==> src/hw/rtl/uhc_pkg.sv <==
`default_nettype none

package uhc_pkg;

    // queue geometry
    localparam int MAX_TAPS = 12;
    localparam int TAP_W    = 4;
    localparam int ORD_W    = 16;
    localparam int DEPTH_W  = 24;
    localparam int PROD_W   = ORD_W + DEPTH_W;
    localparam int GAIN_W   = PROD_W - 16;
    localparam int Q_W      = 28;
    localparam int CFG_W    = 64;

    localparam logic [Q_W-1:0]   QUEUE_MAX     = {Q_W{1'b1}};
    localparam logic [TAP_W-1:0] TAP_COUNT_RST = 4'd10;

    // configuration register indexes
    typedef enum logic [1:0] {
        CFG_TAP_COUNT = 2'd0,
        CFG_TAP_LOW   = 2'd1,
        CFG_TAP_MID   = 2'd2,
        CFG_TAP_HIGH  = 2'd3
    } t_cfg_idx;

    typedef logic [MAX_TAPS-1:0][ORD_W-1:0]  t_ord_vec;
    typedef logic [MAX_TAPS-1:0][GAIN_W-1:0] t_gain_vec;
    typedef logic [Q_W-1:0]                  t_queue [MAX_TAPS];

    // clamp the programmed tap count into 1..MAX_TAPS
    function automatic logic [TAP_W-1:0] active_taps(input logic [TAP_W-1:0] count);
        logic [TAP_W-1:0] n;
        n = count;
        if (n == '0) begin
            n = TAP_W'(1);
        end
        if (n > TAP_W'(MAX_TAPS)) begin
            n = TAP_W'(MAX_TAPS);
        end
        return n;
    endfunction

endpackage

`default_nettype wire

==> src/hw/rtl/uhc_queue.sv <==
`default_nettype none

module uhc_queue
    import uhc_pkg::*;
(
    input  wire logic             i_clk,
    input  wire logic             i_rst_n,
    input  wire logic [TAP_W-1:0] i_tap_count,
    input  wire logic             i_valid,
    output logic                  o_ready,
    input  wire t_gain_vec        i_gains,
    output logic                  o_valid,
    input  wire logic             i_ready,
    output logic [Q_W-1:0]        o_runoff
);

    t_queue           r_q;
    t_queue           n_q;
    logic [Q_W-1:0]   upd [MAX_TAPS+1];
    logic [Q_W-1:0]   r_out;
    logic             r_out_v;
    logic [TAP_W-1:0] n_act;
    logic             load;

    assign o_ready  = !r_out_v || i_ready;
    assign load     = i_valid && o_ready;
    assign o_valid  = r_out_v;
    assign o_runoff = r_out;
    assign n_act    = active_taps(i_tap_count);

    // saturating accumulate on active entries, then shift down and clear the top
    always_comb begin
        logic [Q_W:0] sum;
        for (int i = 0; i < MAX_TAPS; i++) begin
            sum = {1'b0, r_q[i]} + (Q_W+1)'(i_gains[i]);
            if (TAP_W'(i) < n_act) begin
                upd[i] = sum[Q_W] ? QUEUE_MAX : sum[Q_W-1:0];
            end else begin
                upd[i] = r_q[i];
            end
        end
        upd[MAX_TAPS] = '0;
        for (int i = 0; i < MAX_TAPS; i++) begin
            if (TAP_W'(i) + TAP_W'(1) < n_act) begin
                n_q[i] = upd[i+1];
            end else if (TAP_W'(i) + TAP_W'(1) == n_act) begin
                n_q[i] = '0;
            end else begin
                n_q[i] = r_q[i];
            end
        end
    end

    always_ff @(posedge i_clk) begin
        if (!i_rst_n) begin
            r_out_v <= 1'b0;
            for (int i = 0; i < MAX_TAPS; i++) begin
                r_q[i] <= '0;
            end
        end else begin
            if (load) begin
                r_out_v <= 1'b1;
                r_q     <= n_q;
            end else if (i_ready) begin
                r_out_v <= 1'b0;
            end
        end
    end

    always_ff @(posedge i_clk) begin
        if (load) begin
            r_out <= upd[0];
        end
    end

endmodule

`default_nettype wire

==> config.mk <==
export PLATFORM = sky130hd
export DESIGN_NAME = uhc_queue
export DESIGN_NICKNAME = d
export VERILOG_FILES = /design/src/hw/rtl/uhc_pkg.sv /design/src/hw/rtl/uhc_queue.sv
export SDC_FILE = /design/constraint.sdc
export NUM_CORES = 1
export LEC_CHECK = 0
export ABC_AREA = 1
export BUFFER_PORTS_ARGS = -buffer_cell sky130_fd_sc_hd__buf_2
export CAP_MARGIN = 10
export CORE_MARGIN = 5
export CORE_UTILIZATION = 43
export CTS_CLUSTER_DIAMETER = 100
export DETAILED_ROUTE_END_ITERATION = 6
export GPL_TIMING_DRIVEN = 0
export HOLD_SLACK_MARGIN = 0.06
export PLACE_DENSITY_LB_ADDON = 0.15
export SLEW_MARGIN = 20
export SYNTH_ARGS = -nofsm -noshare
export SYNTH_HDL_FRONTEND = slang
export SYNTH_SLANG_ARGS = --single-unit
==> constraint.sdc <==
create_clock -name i_clk -period 4.91 [get_ports i_clk]
set_input_delay 0.491 -clock i_clk [delete_from_list [all_inputs] [get_ports i_clk]]
set_output_delay 0.491 -clock i_clk [all_outputs]
set_load 0.05 [all_outputs]
==> impl_metrics.json <==
{
  "netlist_area_mm2": 0.0317,
  "seqPwrFrac": 0.326,
  "crit_path_start_kind": "register",
  "ir_worst_vdd_mv": 0.208,
  "hold_viol": 0,
  "synth_top_area_frac": 0.235,
  "die_h_um": 282,
  "syn_inst": 5395,
  "insertion_delay_ps": 590,
  "clockPowerShare": 0.366,
  "crit_path_end_kind": "register",
  "die_x_um": 282,
  "synth_seq_cells": 327,
  "cap_viol_max_count": 0,
  "power.switching_uw": 3360,
  "die_area_mm2": 0.0794,
  "synth_fp_nets": 5966,
  "drc_errors": 0,
  "arrival_ps": 3120,
  "slowest_stage": "fa_1",
  "finalSetupTns_ps": 0,
  "layout.cells.non_filler": 6770,
  "critical-path-max-stage-delay_ps": 460,
  "start_util": 0.434,
  "cp.required_ps": 5350,
  "reg2reg_to": "r_q[210]$_SDFFE_PN0P_",
  "yosysTopAreaCell": "nand2_1",
  "critPathTopFamily": "simple AND/OR/NAND/NOR gates",
  "synth_edf_count": 28,
  "tightestPinTransition_ps": 949,
  "async_reset_ff_frac": 0,
  "crit_fanout": 10,
  "p_leak_uw": 0.0192,
  "io-pin-count": 326,
  "cts-root-buf": "clkbuf_16",
  "grt_first_pass_wirelength_um": 176000,
  "maxSlewHeadroom": 0.367,
  "worstPathCellList": "ha_1 -> fa_1 -> nand3_1 -> nand3_2 -> nand3_1 -> nand3b_1 -> a21oi_2 -> buf_6 -> nand3_1 -> nand2_1 -> a21oi_1",
  "ctsResizeCount": 0,
  "overflow": 0,
  "wl_per_cell_um": 17.1,
  "endpoint": "r_q[210]$_SDFFE_PN0P_",
  "drt-vias-per-instance": 5.07,
  "slew_viol_final": 0,
  "status": "completed",
  "drive_gt1_frac": 0.113,
  "pwr-share-comb": 0.308,
  "synth.area.mux_share": 0,
  "crit_top_cell": "nand3_1",
  "crit_type": "reg -> reg",
  "cts_buffers": 42,
  "drtAntennaViolNets": 0,
  "clockBufferDepth": 3,
  "p_total_uw": 9230,
  "r2r-start": "r_q[168]$_SDFFE_PN0P_",
  "cts_tree": "built",
  "final_util": 0.495,
  "cts_sinks": 327,
  "synth_cell_types": 53,
  "period_share": 0.545,
  "core_mm2": 0.0731,
  "synth.top_cells.by_area": "nand2_1 23%, dfxtp_1 19%, ha_1 10%, inv_1 9.4%, a21oi_1 8.0%",
  "num_vias": 34300,
  "routed_wl_um": 116000,
  "crit_start": "r_q[168]$_SDFFE_PN0P_",
  "synth_flop_cell": "dfxtp_1",
  "power.density_mw_per_mm2": 255,
  "synth_fa_ha_area_frac": 0.111,
  "cp.depth": 11,
  "dp_hpwl_um": 99000,
  "ys_seq_area_frac": 0.215,
  "area_growth_pct": 13.9,
  "grt_max_degree": 32,
  "ctsHoldBuffers": 0,
  "switching_share": 0.364,
  "grtUsageTotal": 0.282,
  "io_buffers": 325,
  "fin_nets": 6336,
  "grt_pass1_vias": 32500,
  "hold_path_class": "in -> reg",
  "drt_iter0_drc": 2005,
  "synth_area_per_cell_um2": 5.88,
  "design_area_mm2": 0.0362,
  "reg2regPathDepth": 11,
  "synth_top_family_by_area": "simple AND/OR/NAND/NOR gates",
  "drtPass1Iterations": 6,
  "synth_compound_area_frac": 0.139,
  "antenna_found_initial": 29,
  "gp_congestion": 0.973,
  "synth_warnings": 0,
  "p_int_uw": 5870,
  "place_area_mm2": 0.0346,
  "reg2reg_slack_ps": 2230,
  "yosys.area_share.simple": 0.394,
  "clkTransAtPathRegs_ps": 60,
  "fmax_mhz": 374,
  "skew_ps": 19.7,
  "cts_setup_buffers": 0,
  "synthXorXnorAreaFrac": 0.0270,
  "crit_buf_inv": 1,
  "num_rows": 99,
  "dp_cells": 6680,
  "setup_viol": 0,
  "rsz0062_at_grt": "false",
  "layout_min_cycle_time_ps": 2680,
  "cts.htree.levels": 2
}
## power by group through the flow
stage	sequential (µW)	clock, µW	combinational, µW
2_1_floorplan	3120	0	1870
3_3_place_gp	3070	0	2800
3_5_place_dp	3070	0	2820
4_1_cts	3020	3440	2830
5_1_grt	3030	3550	3180
6_report	3010	3380	2840
## layout by cell type (no fill, tap or decap), types with 17 or more instances in the layout
cell type  count
a21oi_1      509
a21oi_2       49
buf_2        349
buf_4         17
clkbuf_1      51
clkbuf_16     42
dfxtp_1      299
edfxtp_1      28
ha_1         264
inv_1        792
nand2_1     1987
nand2_2       21
nand3_1      376
nand3_2       31
nand3b_1      26
nand4_1       81
nor2_1       371
nor3_1        32
o21ai_0      130
o21ai_1       24
o21ai_2       30
o21bai_1      22
or2_2         27
xor2_1        87
## cell usage after synthesis, types with 14 or more instances
master	number
ha_1	264
or2_2	27
o21ai_0	130
buf_4	17
o21ai_1	24
nand3_1	376
buf_2	24
o21bai_1	22
nor3_1	32
nand3b_1	26
clkbuf_1	48
nand2_2	21
a21oi_1	509
dfxtp_1	299
nor2_1	371
inv_1	792
o21ai_2	30
edfxtp_1	28
buf_6	14
nand2_1	1987
a21oi_2	49
nand4_1	81
xor2_1	87
nand3_2	31
## layer usage
metal	track usage	up-vias	wire length, µm
li1	-	18000	-
met1	0.334	15300	48200
met2	0.520	755	57200
met3	0.0407	207	5650
met4	0.0978	20	4450
met5	0	-	128
## through the flow
step | setup slack [ps] | hold WS (ps)
final | 2230 | 163
after global routing | 2030 | 156
after CTS | 2230 | 135
after detailed placement | 1940 | 460
after global placement | 1750 | 456
after floorplan | 2630 | 444
## registers in the layout, summed over array words and instances, names as in the netlist
name	cells
o_runoff	28
r_q	298
o_valid	1
## worst min-delay path, cell delays in order
cell     delay, ps
buf_2          100
nand3_1         70
a21oi_1         50
## how the worst min path moves through the flow
stage	from	to	slack [ps]	depth (start not counted)
finish	i_gains[277]	r_q[41]$_SDFFE_PN0P_	160	3
global route	i_gains[275]	r_q[39]$_SDFFE_PN0P_	160	3
CTS	i_gains[275]	r_q[39]$_SDFFE_PN0P_	140	3
detailed placement	r_q[40]$_SDFFE_PN0P_	r_q[40]$_SDFFE_PN0P_	460	2
global placement	r_q[84]$_SDFFE_PN0P_	r_q[84]$_SDFFE_PN0P_	460	2
floorplan	r_q[140]$_SDFFE_PN0P_	r_q[140]$_SDFFE_PN0P_	440	2
## final cells by class
cell class	count	area (µm²)
fillers	8118	36900
multi-input cells	4156	21300
flip-flops and latches	327	6830
inverters	807	3030
repair buffers	326	1650
well taps	959	1200
clock buffers	51	1130
plain buffers	105	594
clock inverters	25	388
diodes	14	35.0
## cell families after synthesis
logic type	Yosys count
xor+xnor	98
buf+inv	912
compound gates	794
simple gates	2989
flops	327
fa+ha+maj	275
No activity file was read; power rests on OpenSTA's default activity.
